--- src/rtl/core/glam_pkg.sv ---
package glam_pkg;

   localparam int NUM_THR = 6;
   localparam int THR_W = 10;
   localparam int SAMPLE_W = 10;
   localparam int LEVEL_W = 3;
   localparam int BAR_W = 7;
   localparam int CHAR_W = 7;
   localparam int IDX_W = 4;
   localparam int CSR_IDX_W = 3;
   localparam int QUEUE_DEPTH = 4;

   localparam logic [LEVEL_W-1:0] FIRST_ALARM_LEVEL = 3'd2;

   localparam logic [THR_W-1:0] THR_RESET [NUM_THR] = '{
      10'h072, 10'h0cf, 10'h12c, 10'h18a, 10'h1e7, 10'h244
   };

   localparam logic [1:0] MSG_NONE  = 2'd0;
   localparam logic [1:0] MSG_CLEAR = 2'd1;
   localparam logic [1:0] MSG_GAS   = 2'd2;

   localparam logic [CHAR_W-1:0] TEXT_CLEAR [5] = '{
      7'h43, 7'h4c, 7'h45, 7'h41, 7'h52
   };

   localparam logic [CHAR_W-1:0] TEXT_GAS [12] = '{
      7'h47, 7'h41, 7'h53, 7'h20, 7'h44, 7'h45,
      7'h54, 7'h45, 7'h43, 7'h54, 7'h45, 7'h44
   };

   typedef struct packed {
      logic [BAR_W-1:0] bar;
      logic [1:0]       msg;
   } cmd_type;

   function automatic logic [BAR_W-1:0] bar_of(input logic [LEVEL_W-1:0] level);
      logic [BAR_W-1:0] bar;
      case (level)
         3'd0: bar = 7'h01;
         3'd1: bar = 7'h03;
         3'd2: bar = 7'h07;
         3'd3: bar = 7'h0f;
         3'd4: bar = 7'h1f;
         3'd5: bar = 7'h3f;
         default: bar = 7'h7f;
      endcase
      return bar;
   endfunction

   function automatic logic [IDX_W-1:0] msg_last_idx(input logic [1:0] msg);
      logic [IDX_W-1:0] idx;
      case (msg)
         MSG_CLEAR: idx = 4'd4;
         MSG_GAS:   idx = 4'd11;
         default:   idx = 4'd0;
      endcase
      return idx;
   endfunction

   function automatic logic [CHAR_W-1:0] char_at(input logic [1:0] msg,
                                                 input logic [IDX_W-1:0] idx);
      logic [CHAR_W-1:0] ch;
      ch = '0;
      case (msg)
         MSG_CLEAR: begin
            if (idx < 4'd5) begin
               ch = TEXT_CLEAR[idx[2:0]];
            end
         end
         MSG_GAS: begin
            if (idx < 4'd12) begin
               ch = TEXT_GAS[idx];
            end
         end
         default: ch = '0;
      endcase
      return ch;
   endfunction

endpackage

--- src/rtl/core/glam_front.sv ---
module glam_front (
   input  logic                            clock,
   input  logic                            reset,
   input  logic                            req_valid,
   output logic                            req_ready,
   input  logic [glam_pkg::SAMPLE_W-1:0]   req_sample,
   input  logic                            csr_valid,
   output logic                            csr_ready,
   input  logic [glam_pkg::CSR_IDX_W-1:0]  csr_index,
   input  logic [glam_pkg::THR_W-1:0]      csr_wdata,
   output logic                            push_valid,
   input  logic                            push_ready,
   output glam_pkg::cmd_type               push_cmd
);
   import glam_pkg::*;

   logic [THR_W-1:0]   thr_ff [NUM_THR];
   logic [THR_W-1:0]   thr_in [NUM_THR];
   logic               gas_shown_ff;
   logic               gas_shown_in;
   logic               blink_ff;
   logic               blink_in;
   logic [LEVEL_W-1:0] level;
   logic [BAR_W-1:0]   bar_full;
   logic               accept;
   logic               alarm;

   assign csr_ready  = 1'b1;
   assign req_ready  = push_ready;
   assign push_valid = req_valid;
   assign accept     = req_valid & push_ready;

   always_comb begin
      for (int i = 0; i < NUM_THR; i++) begin
         thr_in[i] = thr_ff[i];
         if (csr_valid && (csr_index == CSR_IDX_W'(i))) begin
            thr_in[i] = csr_wdata;
         end
      end
   end

   always_comb begin
      level = LEVEL_W'(NUM_THR);
      for (int i = NUM_THR - 1; i >= 0; i--) begin
         if (req_sample <= thr_ff[i]) begin
            level = LEVEL_W'(i);
         end
      end
   end

   assign bar_full = bar_of(level);
   assign alarm    = (level >= FIRST_ALARM_LEVEL);

   always_comb begin
      gas_shown_in = gas_shown_ff;
      blink_in     = blink_ff;
      push_cmd.bar = bar_full;
      push_cmd.msg = MSG_NONE;
      if (alarm) begin
         if (blink_ff) begin
            push_cmd.bar = '0;
         end
         blink_in = ~blink_ff;
         if (!gas_shown_ff) begin
            gas_shown_in = 1'b1;
            push_cmd.msg = MSG_GAS;
         end
      end else if (gas_shown_ff) begin
         gas_shown_in = 1'b0;
         push_cmd.msg = MSG_CLEAR;
      end
   end

   always_ff @(posedge clock) begin
      if (reset) begin
         thr_ff       <= THR_RESET;
         gas_shown_ff <= 1'b0;
         blink_ff     <= 1'b0;
      end else begin
         thr_ff <= thr_in;
         if (accept) begin
            gas_shown_ff <= gas_shown_in;
            blink_ff     <= blink_in;
         end
      end
   end

endmodule

--- src/rtl/core/glam_queue.sv ---
module glam_queue #(
   parameter int DEPTH = glam_pkg::QUEUE_DEPTH
) (
   input  logic              clock,
   input  logic              reset,
   input  logic              push_valid,
   output logic              push_ready,
   input  glam_pkg::cmd_type push_cmd,
   output logic              pop_valid,
   input  logic              pop_ready,
   output glam_pkg::cmd_type pop_cmd
);
   import glam_pkg::*;

   localparam int PTR_W = (DEPTH > 1) ? $clog2(DEPTH) : 1;
   localparam int CNT_W = $clog2(DEPTH + 1);

   cmd_type            slot_ff [DEPTH];
   logic [PTR_W-1:0]   wr_ptr_ff;
   logic [PTR_W-1:0]   wr_ptr_in;
   logic [PTR_W-1:0]   rd_ptr_ff;
   logic [PTR_W-1:0]   rd_ptr_in;
   logic [CNT_W-1:0]   count_ff;
   logic [CNT_W-1:0]   count_in;
   logic               do_push;
   logic               do_pop;

   assign push_ready = (count_ff != CNT_W'(DEPTH));
   assign pop_valid  = (count_ff != '0);
   assign pop_cmd    = slot_ff[rd_ptr_ff];
   assign do_push    = push_valid & push_ready;
   assign do_pop     = pop_valid & pop_ready;

   always_comb begin
      wr_ptr_in = wr_ptr_ff;
      rd_ptr_in = rd_ptr_ff;
      count_in  = count_ff;
      if (do_push) begin
         wr_ptr_in = (wr_ptr_ff == PTR_W'(DEPTH - 1)) ? '0 : wr_ptr_ff + 1'b1;
      end
      if (do_pop) begin
         rd_ptr_in = (rd_ptr_ff == PTR_W'(DEPTH - 1)) ? '0 : rd_ptr_ff + 1'b1;
      end
      if (do_push && !do_pop) begin
         count_in = count_ff + 1'b1;
      end else if (do_pop && !do_push) begin
         count_in = count_ff - 1'b1;
      end
   end

   always_ff @(posedge clock) begin
      if (reset) begin
         wr_ptr_ff <= '0;
         rd_ptr_ff <= '0;
         count_ff  <= '0;
      end else begin
         wr_ptr_ff <= wr_ptr_in;
         rd_ptr_ff <= rd_ptr_in;
         count_ff  <= count_in;
      end
   end

   always_ff @(posedge clock) begin
      if (do_push) begin
         slot_ff[wr_ptr_ff] <= push_cmd;
      end
   end

endmodule

--- src/rtl/core/glam_back.sv ---
module glam_back (
   input  logic                         clock,
   input  logic                         reset,
   input  logic                         cmd_valid,
   output logic                         cmd_ready,
   input  glam_pkg::cmd_type            cmd,
   output logic                         rsp_valid,
   input  logic                         rsp_ready,
   output logic [glam_pkg::BAR_W-1:0]   rsp_led_bar,
   output logic                         rsp_has_char,
   output logic [glam_pkg::CHAR_W-1:0]  rsp_char_code,
   output logic                         rsp_clear_display,
   output logic                         rsp_last
);
   import glam_pkg::*;

   logic [IDX_W-1:0] idx_ff;
   logic [IDX_W-1:0] idx_in;
   logic             is_last;
   logic             has_msg;
   logic             fire;

   assign has_msg = (cmd.msg != MSG_NONE);
   assign is_last = (idx_ff == msg_last_idx(cmd.msg));
   assign fire    = rsp_valid & rsp_ready;

   assign rsp_valid         = cmd_valid;
   assign cmd_ready         = fire & is_last;
   assign rsp_led_bar       = cmd.bar;
   assign rsp_has_char      = has_msg;
   assign rsp_char_code     = char_at(cmd.msg, idx_ff);
   assign rsp_clear_display = has_msg & (idx_ff == '0);
   assign rsp_last          = is_last;

   always_comb begin
      idx_in = idx_ff;
      if (fire) begin
         idx_in = is_last ? '0 : idx_ff + 1'b1;
      end
   end

   always_ff @(posedge clock) begin
      if (reset) begin
         idx_ff <= '0;
      end else begin
         idx_ff <= idx_in;
      end
   end

endmodule

--- src/rtl/core/gas_level_alarm_monitor_top.sv ---
// A sample's first result is offered at the earliest in the cycle after it is accepted
// (the command queue registers it), later while earlier samples are still being played out.
// The back end gives one result per cycle while rsp_ready is high; a sample gives 1, 5 or 12
// results, and the front end keeps accepting samples while the back end plays them out.
// The command queue between the two holds QUEUE_DEPTH classified samples; the input stalls
// only while it is full. Reset (synchronous, active high) restores the default thresholds,
// the clear state, the blink phase and the back end's character index, and empties the queue.
module gas_level_alarm_monitor_top #(
   parameter int QUEUE_DEPTH = glam_pkg::QUEUE_DEPTH
) (
   input  logic                            clock,
   input  logic                            reset,
   input  logic                            req_valid,
   output logic                            req_ready,
   input  logic [glam_pkg::SAMPLE_W-1:0]   req_sample,
   output logic                            rsp_valid,
   input  logic                            rsp_ready,
   output logic [glam_pkg::BAR_W-1:0]      rsp_led_bar,
   output logic                            rsp_has_char,
   output logic [glam_pkg::CHAR_W-1:0]     rsp_char_code,
   output logic                            rsp_clear_display,
   output logic                            rsp_last,
   input  logic                            csr_valid,
   output logic                            csr_ready,
   input  logic [glam_pkg::CSR_IDX_W-1:0]  csr_index,
   input  logic [glam_pkg::THR_W-1:0]      csr_wdata
);
   import glam_pkg::*;

   cmd_type push_cmd;
   cmd_type pop_cmd;
   logic    push_valid;
   logic    push_ready;
   logic    pop_valid;
   logic    pop_ready;

   glam_front u_front (
      .clock      (clock),
      .reset      (reset),
      .req_valid  (req_valid),
      .req_ready  (req_ready),
      .req_sample (req_sample),
      .csr_valid  (csr_valid),
      .csr_ready  (csr_ready),
      .csr_index  (csr_index),
      .csr_wdata  (csr_wdata),
      .push_valid (push_valid),
      .push_ready (push_ready),
      .push_cmd   (push_cmd)
   );

   glam_queue #(
      .DEPTH (QUEUE_DEPTH)
   ) u_queue (
      .clock      (clock),
      .reset      (reset),
      .push_valid (push_valid),
      .push_ready (push_ready),
      .push_cmd   (push_cmd),
      .pop_valid  (pop_valid),
      .pop_ready  (pop_ready),
      .pop_cmd    (pop_cmd)
   );

   glam_back u_back (
      .clock             (clock),
      .reset             (reset),
      .cmd_valid         (pop_valid),
      .cmd_ready         (pop_ready),
      .cmd               (pop_cmd),
      .rsp_valid         (rsp_valid),
      .rsp_ready         (rsp_ready),
      .rsp_led_bar       (rsp_led_bar),
      .rsp_has_char      (rsp_has_char),
      .rsp_char_code     (rsp_char_code),
      .rsp_clear_display (rsp_clear_display),
      .rsp_last          (rsp_last)
   );

endmodule

--- config.mk ---
export PLATFORM = sky130hd
export DESIGN_NAME = gas_level_alarm_monitor_top
export DESIGN_NICKNAME = d
export VERILOG_FILES = /design/src/rtl/core/glam_pkg.sv /design/src/rtl/core/glam_front.sv /design/src/rtl/core/glam_queue.sv /design/src/rtl/core/glam_back.sv /design/src/rtl/core/gas_level_alarm_monitor_top.sv
export SDC_FILE = /design/constraint.sdc
export NUM_CORES = 1
export LEC_CHECK = 0
export ABC_AREA = 1
export BUFFER_PORTS_ARGS = -buffer_cell sky130_fd_sc_hd__clkbuf_2
export CELL_PAD_IN_SITES_DETAIL_PLACEMENT = 1
export CELL_PAD_IN_SITES_GLOBAL_PLACEMENT = 1
export CORE_ASPECT_RATIO = 0.8
export CORE_MARGIN = 2
export CORE_UTILIZATION = 40
export DETAILED_ROUTE_END_ITERATION = 7
export PLACE_DENSITY_LB_ADDON = 0.3
export SYNTH_ARGS = -nofsm -noshare
export SYNTH_HDL_FRONTEND = slang
export SYNTH_SLANG_ARGS = --single-unit
--- constraint.sdc ---
create_clock -name clock -period 8.2 [get_ports clock]
set_input_delay 2.05 -clock clock [delete_from_list [all_inputs] [get_ports clock]]
set_output_delay 2.05 -clock clock [all_outputs]
set_load 0.005 [all_outputs]
* After elaboration in Yosys (flattened, before gate mapping)
Memories as Yosys holds them, arrays and structs flattened. A register that Yosys moved wholly into a read port is not among the register bits.
Index checks and enable logic that the tools add are counted.
** Storage, ports and cells
- Input port bits :: 28
- Bits in read-only memories :: 168
- Word-level logic and storage cells :: 102
- Memories :: 3
- Bits in writable memories :: 36
- Output and inout port bits :: 20
- Bits in registers :: 73
** Cells by class
- Equality and inequality tests :: 16
- Multiplexer cells :: 30
- Order comparisons :: 11
- Add/sub/neg operators :: 5
- Reduce and logical (&&, ||, !) cells :: 17
- Bitwise operators :: 8
** Memories
- (no name shown) :: depth 16, width 7, read ports 1, clocked after memory_dff 0, write ports 0, RTL line glam_pkg.sv:73 : ch = TEXT_GAS[idx];
- (no name shown) :: depth 8, width 7, read ports 1, clocked after memory_dff 0, write ports 0, RTL line glam_pkg.sv:68 : ch = TEXT_CLEAR[idx[2:0]];
- u_queue.slot_ff :: depth 4, width 9, read ports 1, clocked after memory_dff 1, write ports 1, RTL line glam_queue.sv:18 : cmd_type slot_ff [DEPTH];
** Operator list (count)
- 10-bit <= comparator :: 6
- 7-bit two-way mux :: 8
- 7-bit case mux with 6 select lines :: 1
- 3-bit two-way mux :: 6
- 2-bit two-way mux :: 8
- 7-bit case mux with 2 select lines :: 1
- 3-bit by 2-bit == test with 1-bit output, second input constant :: 4
- 3-bit == test, second input constant :: 4
- 1-bit logical AND :: 8
- 4-bit case mux with 2 select lines :: 1
- 2-bit == test, second input constant :: 3
- 3-bit by 1-bit == test with 1-bit output, second input constant :: 2
- 3-bit logical NOT :: 2
- 1-bit AND :: 5
- 5-bit greater-or-equal comparator, second input constant :: 1
- 4-bit NOT with 5-bit output :: 1
- 2-bit by 1-bit adder with 2-bit output, second input constant :: 2
- 4-bit by 1-bit adder with 4-bit output, second input constant :: 1
- 4-bit == test :: 1
- 4-bit greater-or-equal comparator, second input constant :: 1
- 4-bit logical NOT :: 1
- 4-bit by 3-bit less-than comparator with 1-bit output, second input constant :: 1
- 4-bit less-than comparator, second input constant :: 1
- 1-bit two-way mux :: 4
- other kinds (12) :: 14

* Logic depth before layout (Yosys ltp)
- Word-level depth :: 11
- Mapped depth :: 19
- Depth with buffers taken out :: 19

* By module
A second synthesis with hierarchy kept.
** Unflattened totals
- Cell total of the unflattened synthesis :: 794
- Area total of the unflattened synthesis :: 6533.8 µm²
** By module, submodules not included
- glam_front :: sequential area each 1241.2 µm², area an instance 4017.6 µm², times used 1, cells each 545
- glam_queue :: sequential area each 1261.2 µm², area an instance 1871.8 µm², times used 1, cells each 155
- glam_back :: sequential area each 80.1 µm², area an instance 644.4 µm², times used 1, cells each 94

* Least setup slack after synthesis
OpenSTA, ideal clock, no wires.
- Path type :: input port to flip-flop
- From :: input port req_sample[9] (netlist name)
- To :: memory u_queue.slot_ff[0][7] (netlist name), data pin
- Setup time :: 0.265 ns
- Required time :: 7.935 ns
- Arrival :: 3.873 ns
- Path slack :: 4.062 ns
- Path buffers :: 0
- Stages :: 16
- Path through :: ha_1 -> nand2_1 -> nor2_1 -> a21boi_0 -> nor2_1 -> nor2_1 -> nand2_1 -> nand2_1 -> nand2_1 -> ha_1 -> nor2_1 -> inv_1 -> nand2_1 -> nor2_1 -> nand2_1 -> nand2_1
** RTL lines
- start: declaration :: RTL line gas_level_alarm_monitor_top.sv:15 : input logic [glam_pkg::SAMPLE_W-1:0] req_sample,
- end: declaration :: RTL line glam_queue.sv:18

==> impl_metrics.tcl <==
set metrics [dict create \
    outcome "finished, final reports clean" \
    p_leak_nw 3.255 \
    port_buffers 46 \
    cts-root-buf "clkbuf_16" \
    use_met2 0.3692 \
    top_usage_layer "met2" \
    numClockSinks 111 \
    layout_min_cycle_time_ns 5.113 \
    met1_usage 0.2895 \
    fin_skew_ns 0.007729 \
    cp.arrival_ns 3.06 \
    synth_edf_count 36 \
    htree_levels 3 \
    cts.clk_slew.worst_paths_ns 0.08 \
    synthMuxAreaShare 0 \
    final_antenna_net_count 0 \
    fillCellCount 1873 \
    die_y_um 115.9 \
    wirelength_um 17310 \
    ff2ff_setup_slack_ns 4.59 \
    viasPerCell 5.148 \
    synth_flop_cell "dfxtp_1" \
    synth_compound_area_frac 0.1583 \
    grt_usage 0.2177 \
    core_area_um2 15160 \
    grt_max_degree 47 \
    slew_viol_final 0 \
    final_common_cell "nand2_1" \
    diodes 0 \
    synth_warnings 0 \
    powerDensity_nw_per_um2 226.7 \
    critPathBufInv 4 \
    synth_top_family_by_area "adder cells" \
    tightest_slew_ns 1.099 \
    synth.ff_latch_count 111 \
    cts_buffer_depth 2 \
    critPathRequiredTime_ns 6.15 \
    reg2reg_depth 15 \
    netlist_area_um2 6259 \
    worstSetupStartpointType "register" \
    cp_slowest_stage_delay_ns 0.74 \
    final_cell_mix "nand2_1, inv_1, ha_1, dfxtp_1, nor2_1" \
    ys_seq_area_frac 0.4126 \
    cp.depth 10 \
    crit_slowest_cell "dfxtp_1" \
    relSlewSlack 0.2644 \
    crit_family "buffers and inverters" \
    final-setup-viol-count 0 \
    grt_use_met3 0.03884 \
    ctsResizeCount 0 \
    crit_chain "clkinv_1 > nand2_1 > a32oi_1 > inv_1 > ha_1 > inv_1 > nor2_1 > nand2_1 > a21oi_1 > clkbuf_2" \
    cp_max_fo 19 \
    ys_types 38 \
    gp_congestion 0.8495 \
    reg2reg_to "u_queue.count_ff[2]" \
    ios 48 \
    drc 0 \
    cts_tree "built" \
    peakVddDrop_mv 0.09426 \
    worst_setup_path_end_kind "primary output" \
    antenna_found_initial 0 \
    grt_pass1_wl_um 27810 \
    fin_crit_sh 0.6235 \
    syn_avg_cell_area_um2 8.034 \
    hold_viol_final 0 \
    synth-simple-area-share 0.1611 \
    critPathKind "reg2out" \
    drive_gt1_frac 0.09367 \
    vias 5313 \
    drv_cap 0 \
    hpwl_um 13090 \
    async_flop_share 0 \
    die_area_um2 16670 \
    syn-num-nets 890 \
    p_total_mw 1.576 \
    utilization 0.4583 \
    hold_class "reg2reg" \
    rows 40 \
    grt_overflow 0 \
    synth_cells 779 \
    setup_tns_ns 0 \
    area.growth.synth_to_final_pct 11.06 \
    rsz0062_at_grt "false" \
    grt_pass1_vias 5521 \
    dr.pass1.iters 4 \
    die_w_um 143.9 \
    post-cts-setup-buffers 0 \
    start_util 0.4127 \
    insertion_delay_ns 0.36 \
    clock.fmax_mhz 195.6 \
    cts_hold_buffers 0 \
    nets 928 \
    first_iter_violations 214 \
    synthXorXnorAreaFrac 0.002799 \
    endpoint "rsp_char_code[1]" \
    wl_per_cell_um 16.77 \
    numCtsBuffers 9 \
    synthAdderAreaFrac 0.1671 \
]
sequential cells by signal, indices dropped and copies added, names as in the netlist, named ones only:
name / cells
u_queue.rd_ptr_ff: 2
u_queue.wr_ptr_ff: 2
u_front.gas_shown_ff: 1
u_queue.slot_ff: 36
u_queue.count_ff: 3
u_back.idx_ff: 4
u_front.blink_ff: 1
u_front.thr_ff: 60
worst min path at each step:
stage | start | endpoint | slack, ns | cells past startpoint
after detailed placement | u_front.thr_ff[36] | u_front.thr_ff[36] | 0.46 | 2
after floorplan | u_front.thr_ff[10] | u_front.thr_ff[10] | 0.43 | 2
after global routing | u_front.thr_ff[8] | u_front.thr_ff[8] | 0.49 | 2
after CTS | u_front.thr_ff[36] | u_front.thr_ff[36] | 0.47 | 2
after global placement | u_front.thr_ff[52] | u_front.thr_ff[52] | 0.44 | 2
final | u_front.thr_ff[36] | u_front.thr_ff[36] | 0.46 | 2
routing by layer:
layer | vias to the layer above | wire length (um)
met1 | 2592 | 8550
met3 | 19 | 473
li1 | 2624 | -
met4 | 0 | 213
met5 | - | 0
met2 | 78 | 8071
worst min-delay path: stages (launching register included):
cell and delay (ns):
dfxtp_1 0.30, inv_1 0.06, a21oi_1 0.06
cell families (layout without fill, tap and decap cells):
| group | after synthesis | count (layout) |
|---|---|---|
| flip-flops | 111 | 111 |
| buffers and inverters | 158 | 201 |
| adder cells (fa/ha/maj) | 83 | 83 |
| XOR/XNOR | 2 | 2 |
| other | 1 | 1 |
| AND/OR/NAND/NOR | 250 | 250 |
| AO/OA/AOI/OAI | 174 | 174 |
area by class of cell:
class | instances | area, um2 | share of cell area
multi-input combinational | 510 | 3067 | 0.4412
sequential | 111 | 2582 | 0.3716
inverter | 137 | 514.2 | 0.07399
tap | 210 | 262.8 | 0.03780
timing repair buffer | 48 | 245.2 | 0.03528
clock buffer | 9 | 225.2 | 0.03240
clock inverter | 7 | 53.80 | 0.007741
cell usage after synthesis (2+ instances only):
library cell / instances / share of area
o21bai_1: 4 / 0.0048
a32oi_1: 2 / 0.0028
ha_1: 82 / 0.16
o211ai_1: 22 / 0.026
nand2_1: 141 / 0.085
buf_2: 4 / 0.0032
o21ai_0: 57 / 0.046
a211oi_1: 3 / 0.0036
a21o_1: 3 / 0.0036
o22ai_1: 9 / 0.0090
inv_2: 5 / 0.0030
o21ai_1: 2 / 0.0016
nand4_1: 6 / 0.0060
clkbuf_1: 15 / 0.0090
a21oi_1: 67 / 0.054
nor2_1: 73 / 0.044
clkinv_1: 2 / 0.0012
xor2_1: 2 / 0.0028
inv_1: 130 / 0.078
edfxtp_1: 36 / 0.17
dfxtp_1: 75 / 0.24
nand3_1: 19 / 0.015
nor2_2: 5 / 0.0050
through the flow:
stage,cells,hold slack [ns],setup slack (ns),instance area (um2)
detailed placement,1016,0.4553,3.333,6671
floorplan,779,0.4329,4.062,6259
global placement,1016,0.4436,3.545,6671
finish,1032,0.4622,3.087,6950
global route,1032,0.4926,2.729,6950
CTS,1032,0.4683,3.068,6950
power breakdown:
| group | switching (mW) | internal, mW | total [mW] | leakage, nW |
|---|---|---|---|---|
| registers | 0.0434 | 0.626 | 0.670 | 0.942 |
| clock network | 0.220 | 0.210 | 0.430 | 0.132 |
| logic | 0.305 | 0.171 | 0.476 | 2.18 |
| total | 0.569 | 1.01 | 1.58 | 3.26 |
Note: power is estimated with default switching activity, not from simulation.
